[src/rtl/core/cursor_array_list_macros.svh]
// Assertion macros shared by the cursor_array_list RTL.
// Needs nothing else; included by the modules that carry assertions.
`ifndef CURSOR_ARRAY_LIST_MACROS_SVH
`define CURSOR_ARRAY_LIST_MACROS_SVH

`ifndef SYNTHESIS
`define CAL_ASSERT_ALWAYS(label, clk, rst_n, expr) \
    label: assert property (@(posedge clk) disable iff (!rst_n) (expr)) \
        else $error("assertion failed");
`define CAL_ASSERT_IMPL(label, clk, rst_n, ante, cons) \
    label: assert property (@(posedge clk) disable iff (!rst_n) (ante) |-> (cons)) \
        else $error("assertion failed");
`else
`define CAL_ASSERT_ALWAYS(label, clk, rst_n, expr)
`define CAL_ASSERT_IMPL(label, clk, rst_n, ante, cons)
`endif

`endif

[src/rtl/core/cal_pkg.sv]
// Shared types and constants of the cursor_array_list block.
// No dependencies; used by every module of the block except cal_ram.
package cal_pkg;

    localparam int CAPACITY = 32;
    localparam int ENTRY_W  = 32;
    localparam int IDX_W    = $clog2(CAPACITY);
    localparam int CNT_W    = $clog2(CAPACITY + 1);
    localparam int CMD_W    = 3;
    localparam int STAT_W   = 2;
    localparam int S_TDATA_W = ((ENTRY_W + 7) / 8) * 8;
    localparam int S_TUSER_W = CMD_W;
    localparam int M_FIELDS_W = ENTRY_W + 1 + CNT_W + STAT_W;
    localparam int M_TDATA_W = ((M_FIELDS_W + 7) / 8) * 8;

    typedef enum logic [CMD_W-1:0] {
        CMD_START   = 3'd0,
        CMD_ADVANCE = 3'd1,
        CMD_INSERT  = 3'd2,
        CMD_ATTACH  = 3'd3,
        CMD_REMOVE  = 3'd4,
        CMD_READ    = 3'd5
    } cmd_t;

    typedef enum logic [STAT_W-1:0] {
        ST_OK      = 2'd0,
        ST_FULL    = 2'd1,
        ST_NO_ITEM = 2'd2
    } stat_code_t;

    typedef enum logic [2:0] {
        S_IDLE,
        S_DECIDE,
        S_SHIFT,
        S_DRAIN,
        S_WRITE,
        S_LOOKUP,
        S_DATA
    } cal_state_t;

    // controller -> datapath
    typedef struct packed {
        logic accept;
        logic plan;
        logic shift_step;
        logic write_word;
        logic lookup;
        logic load_out;
    } cal_cmd_t;

    // datapath -> controller
    typedef struct packed {
        logic plan_shift;
        logic plan_write;
        logic write_due;
        logic last_step;
        logic out_free;
    } cal_stat_t;

endpackage

[src/rtl/core/cal_ram.sv]
// Generic single-write, single-read RAM with registered read data.
// No dependencies.
module cal_ram #(
    parameter int DATA_W = 32,
    parameter int DEPTH  = 32
) (
    input  logic                       clk,
    input  logic                       we,
    input  logic [$clog2(DEPTH)-1:0]   waddr,
    input  logic [DATA_W-1:0]          wdata,
    input  logic                       re,
    input  logic [$clog2(DEPTH)-1:0]   raddr,
    output logic [DATA_W-1:0]          rdata
);

    logic [DATA_W-1:0] mem [DEPTH];
    logic [DATA_W-1:0] rdata_reg;

    always_ff @(posedge clk)
    begin
        if (we)
        begin
            mem[waddr] <= wdata;
        end
        if (re)
        begin
            rdata_reg <= mem[raddr];
        end
    end

    assign rdata = rdata_reg;

endmodule

[src/rtl/core/cal_ctrl.sv]
// Sequencer of the cursor_array_list: one command at a time through
// plan, entry shift, store write, lookup and result load. Uses cal_pkg.
module cal_ctrl (
    input  logic                clk,
    input  logic                rst_n,
    input  logic                s_tvalid,
    output logic                s_tready,
    input  cal_pkg::cal_stat_t  stat,
    output cal_pkg::cal_cmd_t   cmd
);

    cal_pkg::cal_state_t state_reg;
    cal_pkg::cal_state_t state_next;

    always_ff @(posedge clk or negedge rst_n)
    begin
        if (!rst_n)
        begin
            state_reg <= cal_pkg::S_IDLE;
        end
        else
        begin
            state_reg <= state_next;
        end
    end

    always_comb
    begin
        state_next = state_reg;
        cmd        = '0;
        s_tready   = 1'b0;
        case (state_reg)
            cal_pkg::S_IDLE:
            begin
                s_tready   = 1'b1;
                cmd.accept = s_tvalid;
                if (s_tvalid)
                begin
                    state_next = cal_pkg::S_DECIDE;
                end
            end
            cal_pkg::S_DECIDE:
            begin
                cmd.plan = 1'b1;
                if (stat.plan_shift)
                begin
                    state_next = cal_pkg::S_SHIFT;
                end
                else if (stat.plan_write)
                begin
                    state_next = cal_pkg::S_WRITE;
                end
                else
                begin
                    state_next = cal_pkg::S_LOOKUP;
                end
            end
            cal_pkg::S_SHIFT:
            begin
                cmd.shift_step = 1'b1;
                if (stat.last_step)
                begin
                    state_next = cal_pkg::S_DRAIN;
                end
            end
            cal_pkg::S_DRAIN:
            begin
                // last moved entry is written back this cycle
                state_next = stat.write_due ? cal_pkg::S_WRITE : cal_pkg::S_LOOKUP;
            end
            cal_pkg::S_WRITE:
            begin
                cmd.write_word = 1'b1;
                state_next     = cal_pkg::S_LOOKUP;
            end
            cal_pkg::S_LOOKUP:
            begin
                cmd.lookup = 1'b1;
                state_next = cal_pkg::S_DATA;
            end
            cal_pkg::S_DATA:
            begin
                if (stat.out_free)
                begin
                    cmd.load_out = 1'b1;
                    state_next   = cal_pkg::S_IDLE;
                end
            end
            default:
            begin
                state_next = cal_pkg::S_IDLE;
            end
        endcase
    end

endmodule

[src/rtl/core/cal_dp.sv]
// Datapath of the cursor_array_list: count and cursor, command planning,
// entry store (cal_ram) with shift pipeline, output register. Uses cal_pkg.
`include "cursor_array_list_macros.svh"

module cal_dp (
    input  logic                             clk,
    input  logic                             rst_n,
    input  cal_pkg::cal_cmd_t                cmd,
    output cal_pkg::cal_stat_t               stat,
    input  logic [cal_pkg::S_TDATA_W-1:0]    s_tdata,
    input  logic [cal_pkg::S_TUSER_W-1:0]    s_tuser,
    output logic                             m_tvalid,
    input  logic                             m_tready,
    output logic [cal_pkg::M_TDATA_W-1:0]    m_tdata
);

    localparam int IDX_W = cal_pkg::IDX_W;
    localparam int CNT_W = cal_pkg::CNT_W;
    localparam int EW    = cal_pkg::ENTRY_W;

    // item payload
    cal_pkg::cmd_t           op_reg;
    logic [EW-1:0]           word_reg;

    // list state
    logic [CNT_W-1:0]        count_reg, count_next;
    logic [CNT_W-1:0]        cursor_reg, cursor_next;
    cal_pkg::stat_code_t     status_reg, status_next;

    // shift sequencing
    logic                    up_reg, up_next;
    logic [IDX_W-1:0]        addr_reg, addr_next;
    logic [CNT_W-1:0]        rem_reg, rem_next;
    logic [IDX_W-1:0]        pos_reg, pos_next;
    logic                    write_due_reg, write_due_next;
    logic                    wr_pend_reg;
    logic [IDX_W-1:0]        wr_addr_reg;

    // output register
    logic                    out_valid_reg;
    logic [cal_pkg::M_FIELDS_W-1:0] out_data_reg;

    // plan signals
    logic                    cur_valid;
    logic                    full;
    logic [CNT_W-1:0]        ins_pos;
    logic [CNT_W-1:0]        p_rem;
    logic                    p_write;
    logic                    has_item;

    // RAM
    logic                    ram_we;
    logic [IDX_W-1:0]        ram_waddr;
    logic [EW-1:0]           ram_wdata;
    logic                    ram_re;
    logic [IDX_W-1:0]        ram_raddr;
    logic [EW-1:0]           ram_rdata;

    assign cur_valid = cursor_reg < count_reg;
    assign full      = count_reg >= CNT_W'(cal_pkg::CAPACITY);
    assign has_item  = cursor_reg < count_reg;

    always_comb
    begin
        count_next     = count_reg;
        cursor_next    = cursor_reg;
        status_next    = cal_pkg::ST_OK;
        up_next        = 1'b1;
        addr_next      = IDX_W'(count_reg - CNT_W'(1));
        ins_pos        = count_reg;
        p_rem          = '0;
        p_write        = 1'b0;
        case (op_reg)
            cal_pkg::CMD_START:
            begin
                cursor_next = '0;
            end
            cal_pkg::CMD_ADVANCE:
            begin
                if (cur_valid)
                begin
                    cursor_next = cursor_reg + CNT_W'(1);
                end
                else
                begin
                    status_next = cal_pkg::ST_NO_ITEM;
                end
            end
            cal_pkg::CMD_INSERT, cal_pkg::CMD_ATTACH:
            begin
                if (full)
                begin
                    status_next = cal_pkg::ST_FULL;
                end
                else
                begin
                    if (op_reg == cal_pkg::CMD_INSERT)
                    begin
                        ins_pos = cur_valid ? cursor_reg : '0;
                    end
                    else
                    begin
                        ins_pos = cur_valid ? (cursor_reg + CNT_W'(1)) : count_reg;
                    end
                    // entries pos..count-1 move up by one, top first
                    p_rem       = count_reg - ins_pos;
                    p_write     = 1'b1;
                    cursor_next = ins_pos;
                    count_next  = count_reg + CNT_W'(1);
                end
            end
            cal_pkg::CMD_REMOVE:
            begin
                if (cur_valid)
                begin
                    // entries cursor+1..count-1 move down by one, bottom first
                    up_next    = 1'b0;
                    addr_next  = IDX_W'(cursor_reg + CNT_W'(1));
                    p_rem      = count_reg - cursor_reg - CNT_W'(1);
                    count_next = count_reg - CNT_W'(1);
                end
                else
                begin
                    status_next = cal_pkg::ST_NO_ITEM;
                end
            end
            cal_pkg::CMD_READ:
            begin
                if (!cur_valid)
                begin
                    status_next = cal_pkg::ST_NO_ITEM;
                end
            end
            default:
            begin
                status_next = cal_pkg::ST_OK;
            end
        endcase
        pos_next       = IDX_W'(ins_pos);
        write_due_next = p_write;
        rem_next       = p_rem;
    end

    assign stat.plan_shift = p_rem != '0;
    assign stat.plan_write = p_write;
    assign stat.write_due  = write_due_reg;
    assign stat.last_step  = rem_reg == CNT_W'(1);
    assign stat.out_free   = !out_valid_reg || m_tready;

    // store access
    always_comb
    begin
        ram_re    = cmd.shift_step || cmd.lookup;
        ram_raddr = cmd.lookup ? cursor_reg[IDX_W-1:0] : addr_reg;
        ram_we    = wr_pend_reg || cmd.write_word;
        ram_waddr = cmd.write_word ? pos_reg : wr_addr_reg;
        ram_wdata = cmd.write_word ? word_reg : ram_rdata;
    end

    cal_ram #(
        .DATA_W (EW),
        .DEPTH  (cal_pkg::CAPACITY)
    ) u_store (
        .clk   (clk),
        .we    (ram_we),
        .waddr (ram_waddr),
        .wdata (ram_wdata),
        .re    (ram_re),
        .raddr (ram_raddr),
        .rdata (ram_rdata)
    );

    always_ff @(posedge clk or negedge rst_n)
    begin
        if (!rst_n)
        begin
            count_reg     <= '0;
            cursor_reg    <= '0;
            write_due_reg <= 1'b0;
            wr_pend_reg   <= 1'b0;
            rem_reg       <= '0;
            out_valid_reg <= 1'b0;
        end
        else
        begin
            wr_pend_reg <= cmd.shift_step;
            if (cmd.plan)
            begin
                count_reg     <= count_next;
                cursor_reg    <= cursor_next;
                write_due_reg <= write_due_next;
                rem_reg       <= rem_next;
            end
            else if (cmd.shift_step)
            begin
                rem_reg <= rem_reg - CNT_W'(1);
            end
            if (cmd.load_out)
            begin
                out_valid_reg <= 1'b1;
            end
            else if (m_tready)
            begin
                out_valid_reg <= 1'b0;
            end
        end
    end

    always_ff @(posedge clk)
    begin
        if (cmd.accept)
        begin
            op_reg   <= cal_pkg::cmd_t'(s_tuser[cal_pkg::CMD_W-1:0]);
            word_reg <= s_tdata[EW-1:0];
        end
        if (cmd.plan)
        begin
            status_reg <= status_next;
            up_reg     <= up_next;
            addr_reg   <= addr_next;
            pos_reg    <= pos_next;
        end
        else if (cmd.shift_step)
        begin
            addr_reg <= up_reg ? (addr_reg - IDX_W'(1)) : (addr_reg + IDX_W'(1));
        end
        if (cmd.shift_step)
        begin
            wr_addr_reg <= up_reg ? (addr_reg + IDX_W'(1)) : (addr_reg - IDX_W'(1));
        end
        if (cmd.load_out)
        begin
            out_data_reg <= {status_reg, count_reg, has_item,
                             has_item ? ram_rdata : {EW{1'b0}}};
        end
    end

    assign m_tvalid = out_valid_reg;
    assign m_tdata  = cal_pkg::M_TDATA_W'(out_data_reg);

    `CAL_ASSERT_ALWAYS(a_cursor_in_range, clk, rst_n, cursor_reg <= count_reg)
    `CAL_ASSERT_ALWAYS(a_count_in_range, clk, rst_n, count_reg <= CNT_W'(cal_pkg::CAPACITY))
    `CAL_ASSERT_IMPL(a_no_rw_collision, clk, rst_n, ram_we && ram_re, ram_waddr != ram_raddr)
    `CAL_ASSERT_IMPL(a_load_when_free, clk, rst_n, cmd.load_out, !out_valid_reg || m_tready)

endmodule

[src/rtl/core/cursor_array_list.sv]
// cursor_array_list: bounded list of 32-bit entries with a cursor.
// Each command passes plan, lookup and result load; insert, attach and remove also
// move entries by one place (one RAM read/write per moved entry), and insert/attach
// add a store write. One item at a time: the next item is taken the cycle after
// the result is loaded, and the load waits while m_tvalid is held without m_tready.
// Reset (rst_n low, async) empties the list and puts the cursor at 0; store not cleared.
module cursor_array_list (
    input  logic                            clk,
    input  logic                            rst_n,
    input  logic                            s_tvalid,
    output logic                            s_tready,
    input  logic [cal_pkg::S_TDATA_W-1:0]   s_tdata,  // entry_value[31:0]
    input  logic [cal_pkg::S_TUSER_W-1:0]   s_tuser,  // command[2:0]
    output logic                            m_tvalid,
    input  logic                            m_tready,
    // current_value[31:0], has_item[32], item_count[38:33], status[40:39], zero pad
    output logic [cal_pkg::M_TDATA_W-1:0]   m_tdata
);

    cal_pkg::cal_cmd_t  cmd;
    cal_pkg::cal_stat_t stat;

    cal_ctrl u_ctrl (
        .clk      (clk),
        .rst_n    (rst_n),
        .s_tvalid (s_tvalid),
        .s_tready (s_tready),
        .stat     (stat),
        .cmd      (cmd)
    );

    cal_dp u_dp (
        .clk      (clk),
        .rst_n    (rst_n),
        .cmd      (cmd),
        .stat     (stat),
        .s_tdata  (s_tdata),
        .s_tuser  (s_tuser),
        .m_tvalid (m_tvalid),
        .m_tready (m_tready),
        .m_tdata  (m_tdata)
    );

endmodule
[config.mk]
export PLATFORM = sky130hd
export DESIGN_NAME = cursor_array_list
export DESIGN_NICKNAME = d
export VERILOG_FILES = /design/src/rtl/core/cal_pkg.sv /design/src/rtl/core/cal_ram.sv /design/src/rtl/core/cal_ctrl.sv /design/src/rtl/core/cal_dp.sv /design/src/rtl/core/cursor_array_list.sv
export VERILOG_INCLUDE_DIRS = /design/src /design/src/rtl/core
export SDC_FILE = /design/constraint.sdc
export NUM_CORES = 2
export LEC_CHECK = 0
export BUFFER_PORTS_ARGS = -buffer_cell sky130_fd_sc_hd__buf_2
export CAP_MARGIN = 20
export CORE_MARGIN = 2
export CORE_UTILIZATION = 67
export DETAILED_ROUTE_END_ITERATION = 10
export PLACE_DENSITY = 0.84
export SETUP_SLACK_MARGIN = 0.2
export SLEW_MARGIN = 10
export SYNTH_ARGS = -nofsm -noshare
export SYNTH_HDL_FRONTEND = slang
export SYNTH_SLANG_ARGS = --single-unit
[constraint.sdc]
create_clock -name clk -period 7.9 [get_ports clk]
set_input_delay 1.58 -clock clk [delete_from_list [all_inputs] [get_ports clk]]
set_output_delay 1.58 -clock clk [all_outputs]
set_load 0.05 [all_outputs]
After elaboration in Yosys (flattened, before gate mapping)
Memories as Yosys holds them, arrays and structs flattened. A register that Yosys moved wholly into a read port is not among the register bits.
Index checks and enable logic that the tools add are counted.
{"block": "op_classes", "add_sub_neg": 9, "n_lt_le_gt_ge": 2, "n_eq_ne": 18, "n_mux": 52, "n_reduce_logical": 16}
{"operator": "$mux 6", "n": 13}
{"operator": "$mux 5", "n": 10}
{"operator": "$mux 32", "n": 1}
{"operator": "$pmux 6 s2", "n": 2}
{"operator": "$pmux 3 s7", "n": 1}
{"operator": "$mux 1", "n": 18}
{"operator": "$pmux 6 s3", "n": 1}
{"operator": "$sub 6x1->6 const B", "n": 3}
{"operator": "$eq 3x3->1 const B", "n": 5}
{"operator": "$add 6x1->6 const B", "n": 2}
{"operator": "$eq 3x2->1 const B", "n": 4}
{"operator": "$mux 3", "n": 4}
{"operator": "$sub 6x6->6", "n": 2}
{"operator": "$ne 2x2->1 const B", "n": 4}
{"operator": "$reduce_and 4->1", "n": 2}
{"operator": "$eq 3x1->1 const B", "n": 2}
{"operator": "$eq 6x1->1 const B", "n": 1}
{"operator": "$ge 6x6->1 const B", "n": 1}
{"operator": "$logic_not 3->1", "n": 2}
{"operator": "$lt 6x6->1", "n": 1}
{"operator": "$reduce_bool 2->1", "n": 3}
{"operator": "$reduce_bool 6->1", "n": 1}
{"operator": "$add 5x1->5 const B", "n": 1}
{"operator": "$sub 5x1->5 const B", "n": 1}
{"operator": "9 further kinds", "n": 12}
{"block": "word_totals", "reg_bits": 118, "ramBits": 1024, "inputBits": 39, "output_inout_bits": 50, "wordCells": 114, "memories": 1}
{"memory": "u_dp.u_store.mem", "depth": 32, "width": 32, "rd": 1, "rd_ports_with_merged_regs": 1, "write_ports": 1, "line_no": "cal_ram.sv:16", "text": "logic [DATA_W-1:0] mem [DEPTH];"}

Longest topological paths before layout
{"block": "depth", "depth_word": 11, "depth_mapped": 20, "ltp_nobuf": 20}

Hierarchy
Synthesis repeated with hierarchy kept, for this count alone.
{"block": "unflattened", "hier_cells": 2802, "hier_area_um2": 47247.8}
{"module": "cal_ram", "n_inst": 1, "cells_each": 2260, "area_per_inst_um2": 40811.6, "seq_area_each_um2": 31710.4}
{"module": "cal_dp", "n_inst": 1, "cells_each": 514, "area_per_inst_um2": 6200.9, "seq_area_each_um2": 3348.2}
{"module": "cal_ctrl", "n_inst": 1, "cells_each": 28, "area_per_inst_um2": 235.2, "seq_area_each_um2": 75.1}

Worst setup path before layout
Ideal clock, no wire load.
{"block": "synth_path", "path_kind": "input-to-reg", "start": "input port m_tready", "end": "register u_dp.out_data_reg[0] in the netlist's numbering (enable)", "setup_time_ns": 0.499, "arrival_ns": 4.780, "required_ns": 7.401, "setup_slack_ns": 2.621, "path_stages": 2, "n_path_buf": 0, "path_cell_list": "nand2b_1 > nor3b_1"}
{"item": "from (decl)", "line_no": "cursor_array_list.sv:15", "text": "input logic m_tready,"}
{"item": "to (signal assigned)", "line_no": "cal_dp.sv:233", "text": "out_data_reg <= {status_reg, count_reg, has_item,"}
{"item": "to (decl)", "line_no": "cal_dp.sv:41", "text": "logic [cal_pkg::M_FIELDS_W-1:0] out_data_reg;"}

Final worst setup path
{"block": "layout_path", "start": "register u_dp.count_reg[3]", "end": "register u_ctrl.state_reg[1]"}
{"block": "layout_via", "elab_chain_cells": 11, "elab_cells_between_ends": 16, "classes_between": "add/sub (3); order compare (2); mux (10); reduce/logical (1)"}
{"item": "from (decl)", "line_no": "cal_dp.sv:26", "text": "logic [CNT_W-1:0] count_reg, count_next;"}
{"item": "from (signal assigned)", "line_no": "cal_dp.sv:189", "text": "count_reg <= count_next;"}
{"item": "$lt 6x6->1", "line_no": "cal_dp.sv:59", "text": "assign cur_valid = cursor_reg < count_reg;"}
{"item": "$mux 6 (on tied branches)", "line_no": "cal_dp.sv:103, cal_dp.sv:99"}
{"item": "$mux 6", "line_no": "cal_dp.sv:97", "text": "if (op_reg == cal_pkg::CMD_INSERT)"}
{"item": "$mux 6", "line_no": "cal_dp.sv:91", "text": "if (full)"}
{"item": "$mux 6", "line_no": "cal_dp.sv:73", "text": "case (op_reg)"}
{"item": "$sub 6x6->6", "line_no": "cal_dp.sv:106", "text": "p_rem = count_reg - ins_pos;"}
{"item": "$mux 6", "line_no": "cal_dp.sv:91"}
{"item": "$pmux 6 s2 (*)", "line_no": "cal_dp.sv:73"}
{"item": "$reduce_bool 6->1 (*)", "line_no": "cal_dp.sv:144", "text": "assign stat.plan_shift = p_rem != '0;"}
{"item": "$mux 3 (*)", "line_no": "cal_ctrl.sv:45", "text": "if (stat.plan_shift)"}
{"item": "$pmux 3 s7 (*)", "line_no": "cal_ctrl.sv:32", "text": "case (state_reg)"}
{"item": "to (signal assigned)", "line_no": "cal_ctrl.sv:19", "text": "state_reg <= cal_pkg::S_IDLE;"}
{"item": "to (signal assigned)", "line_no": "cal_ctrl.sv:23", "text": "state_reg <= state_next;"}
{"item": "to (decl)", "line_no": "cal_ctrl.sv:12", "text": "cal_pkg::cal_state_t state_reg;"}
Mark *: on every way between the ends. The rest lies on a longest branch, timed or not. The select of a mux whose other input is x is not followed.
A chain may end at the register's enable or synchronous reset.

==> flow_summary.ini <==
[outcome]
status = finished clean

[sta]
finalClockSkew_ps = 40.8
min_period_over_period = 0.636
finalMaxSlewViolations = 0
tns_ps = 0
rsz0062_at_grt = false
fin_ws_ps = 2870
max_freq_ghz = 0.199
relSlewSlack = 0.212
setup_violations = 0
hold_viol = 0
tightest_slew_ps = 1180
period_needed_ps = 5030

[hold_path]
min_delay_path_depth = 0
min_from = u_dp.status_reg[1]
hp-class = reg -> reg
hold_end = u_dp.out_data_reg[40]

[clocking]
cts_tree = yes
clk_pin_slew_worst_paths_ps = 60
cts_buffers = 112
clockBufferDepth = 3
cts_sinks = 1174
clk_latency_ps = 700
cts_hold_buf = 0
post_cts_buffers = 0
cts_resized = 0
cts_htree_levels = 3
root_buffer = clkbuf_16

[place]
dp_hpwl_um = 59600
port_buffers = 81
gp_congestion = 0.872
post-place-ws_ps = 2950
place_inst = 3429

[routing]
post_drt_via_cell_ratio = 7.13
drc = 0
top_layer_used = met4
final_antenna_net_count = 0
drtIter0Drc = 4342
wl_per_cell_um = 34.9
dr_total_vias = 26003
route.met3.wl_um = 15200
finalWirelength_um = 127000
wl_met2_um = 63300
drt_pass1_iterations = 6
wl_met1_um = 42700

[floorplan]
io_pins = 89
fp.dieW_um = 268
die_h_um = 268
fp.dieArea_um2 = 71900
coreArea_um2 = 68800
num_rows = 96
start_util = 0.679

[final_layout]
final_nets = 2678
synthToLayoutAreaGrowth_pct = 11.5
layout.cells.non_filler = 3647
largest_reg_flops = 1024
layout-drive-gt1-share = 0.242
n_fill_cell = 3508
fin_util = 0.757

[pwr]
clkPwrFrac = 0.232
leakage_nw = 17.1
seqPwrFrac = 0.394
p_sw_mw = 8.45
ir_drop_uv = 528
p_comb_frac = 0.375
total_power_mw = 23.2
intPower_mw = 14.8
p_per_area_nw_per_um2 = 445
swShare = 0.364

[synth]
netlist_instances = 2508
yosys.area_share.simple = 0.0641
ys_seq_area_frac = 0.752
yosys_most_used_dff = edfxtp_1
synth_mux_area_frac = 0.133
yosysTopAreaCell = edfxtp_1
synth_compound_gate_area_share = 0.0220
post-synth-top-area-fraction = 0.739
mappedNetlistArea_um2 = 46700
postSynth.asyncResetShare = 0.0204
synth_edf_count = 1150
syn-mean-instance-area_um2 = 18.6
yosysWarningCount = 0
synth_xor_area_frac = 0.00560
synth_top_family_by_area = multiplexers
yosys-top-cells-area = edfxtp_1 (74%), mux4_2 (12%), nand2_1 (2.7%), nand3_1 (1.8%), dfrtp_1 (1.3%)
yosysUniqueCellTypes = 85
ys_seq_elements = 1174
synth-adder-area-share = 0.00629

[setup_path]
ff2ff_path_depth = 16
crit_start = u_dp.count_reg[3]
timing.rr.start = u_dp.count_reg[3]
path_class = reg -> reg
reg2reg_setup_slack_ps = 2870
endpoint_kind = flip-flop
cp_max_fo = 14
rr_endpoint = u_ctrl.state_reg[1]
crit_arrival_ps = 5580
start_kind = flip-flop
critPathRequiredTime_ps = 8450

[grt]
grt_overflow_total = 0
grt_max_degree = 150
antenna_found_initial = 3
track_usage = 0.360
grt_pass1_vias = 26390
grt_pass1_wl_um = 181000

[job]
maxCapViolCount = 0
[per-stage QoR]
stage,hold WS (ps),cell area (um2)
floorplan,400,46800
global placement,463,48400
detailed placement,472,48400
CTS,487,52000
global route,491,52100
finish,488,52100
[synth_stat cells, types with 21 or more instances]
cell,instances
buf_2,41
nand3_1,170
edfxtp_1,1150
o21ai_1,36
and3_1,32
mux4_2,256
xnor2_1,21
a21oi_1,25
ha_1,21
inv_1,25
nand2_1,337
dfrtp_1,24
nor2_1,59
o21ai_0,21
buf_4,32
mux2_2,33
clkbuf_1,67
[power groups by stage]
stage	clock network, mW	registers, mW	logic, mW
global placement	0	9.17	7.99
floorplan	0	9.21	5.87
global route	5.60	9.17	9.21
detailed placement	0	9.21	8.27
finish	5.37	9.14	8.69
CTS	5.39	9.12	8.52
[final cells by class]
type	count	area, um2	area share
antenna	4	10.0	0.000192
clock buffer	134	2930	0.0562
clock inverter	75	716	0.0137
inverter	26	97.6	0.00187
multi-input combinational	1168	11100	0.214
sequential	1174	35100	0.674
tap	931	1160	0.0224
timing repair buffer	135	916	0.0176
[worst max path at each step]
| stage | to | depth (start not counted) |
|---|---|---|
| 2_1_floorplan | u_dp.out_data_reg[0] | 2 |
| 3_3_place_gp | u_ctrl.state_reg[1] | 16 |
| 3_5_place_dp | u_ctrl.state_reg[1] | 16 |
| 4_1_cts | u_ctrl.state_reg[1] | 16 |
| 5_1_grt | u_ctrl.state_reg[1] | 16 |
| 6_report | u_ctrl.state_reg[1] | 16 |
[per-layer routing]
layer	global-route usage	vias to the layer above
li1	-	10178
met1	0.479	13154
met2	0.586	2255
met3	0.0768	416
met4	0.162	0
met5	0	-
[logic make-up (layout without fill, tap and decap cells)]
kind of cell / count (synthesis) / after routing
other: 1 / 11
and+or+nand+nor: 658 / 658
adders and majority gates: 23 / 23
DFF: 1174 / 1174
AOI/OAI and AO/OA: 156 / 156
buffers and inverters: 172 / 370
muxes: 295 / 295
xor gates and xnor gates: 29 / 29
[cell usage in the layout (no fill, tap or decap), types with 10 or more instances in the layout]
master and n:
clkinv_2 26, a21oi_1 22, nor2_1 27, buf_4 45
buf_2 81, nor2_4 34, inv_1 25, xnor2_1 21
dfrtp_1 24, nand3_1 170, o21ai_1 35, mux4_2 256
ha_1 21, clkbuf_16 114, o21ai_0 20, and3_1 32
nor3_1 12, mux2_2 33, nand2_1 336, bufinv_16 10
clkbuf_1 20, clkinv_1 25, edfxtp_1 1150
[worst max-delay path: stages (launching register included)]
cell and delay [ps]:
dfrtp_1 730, inv_1 300, ha_1 320, o211a_1 270, o31ai_4 70, nand2_1 260, inv_1 430, nor2_1 220
a22oi_1 340, ha_1 340, and2_1 210, a41o_1 260, a211oi_2 260, a2111oi_1 110, nor4_2 320, nand4bb_1 180
o31a_1 260
Note: power is estimated with default switching activity, not from simulation.
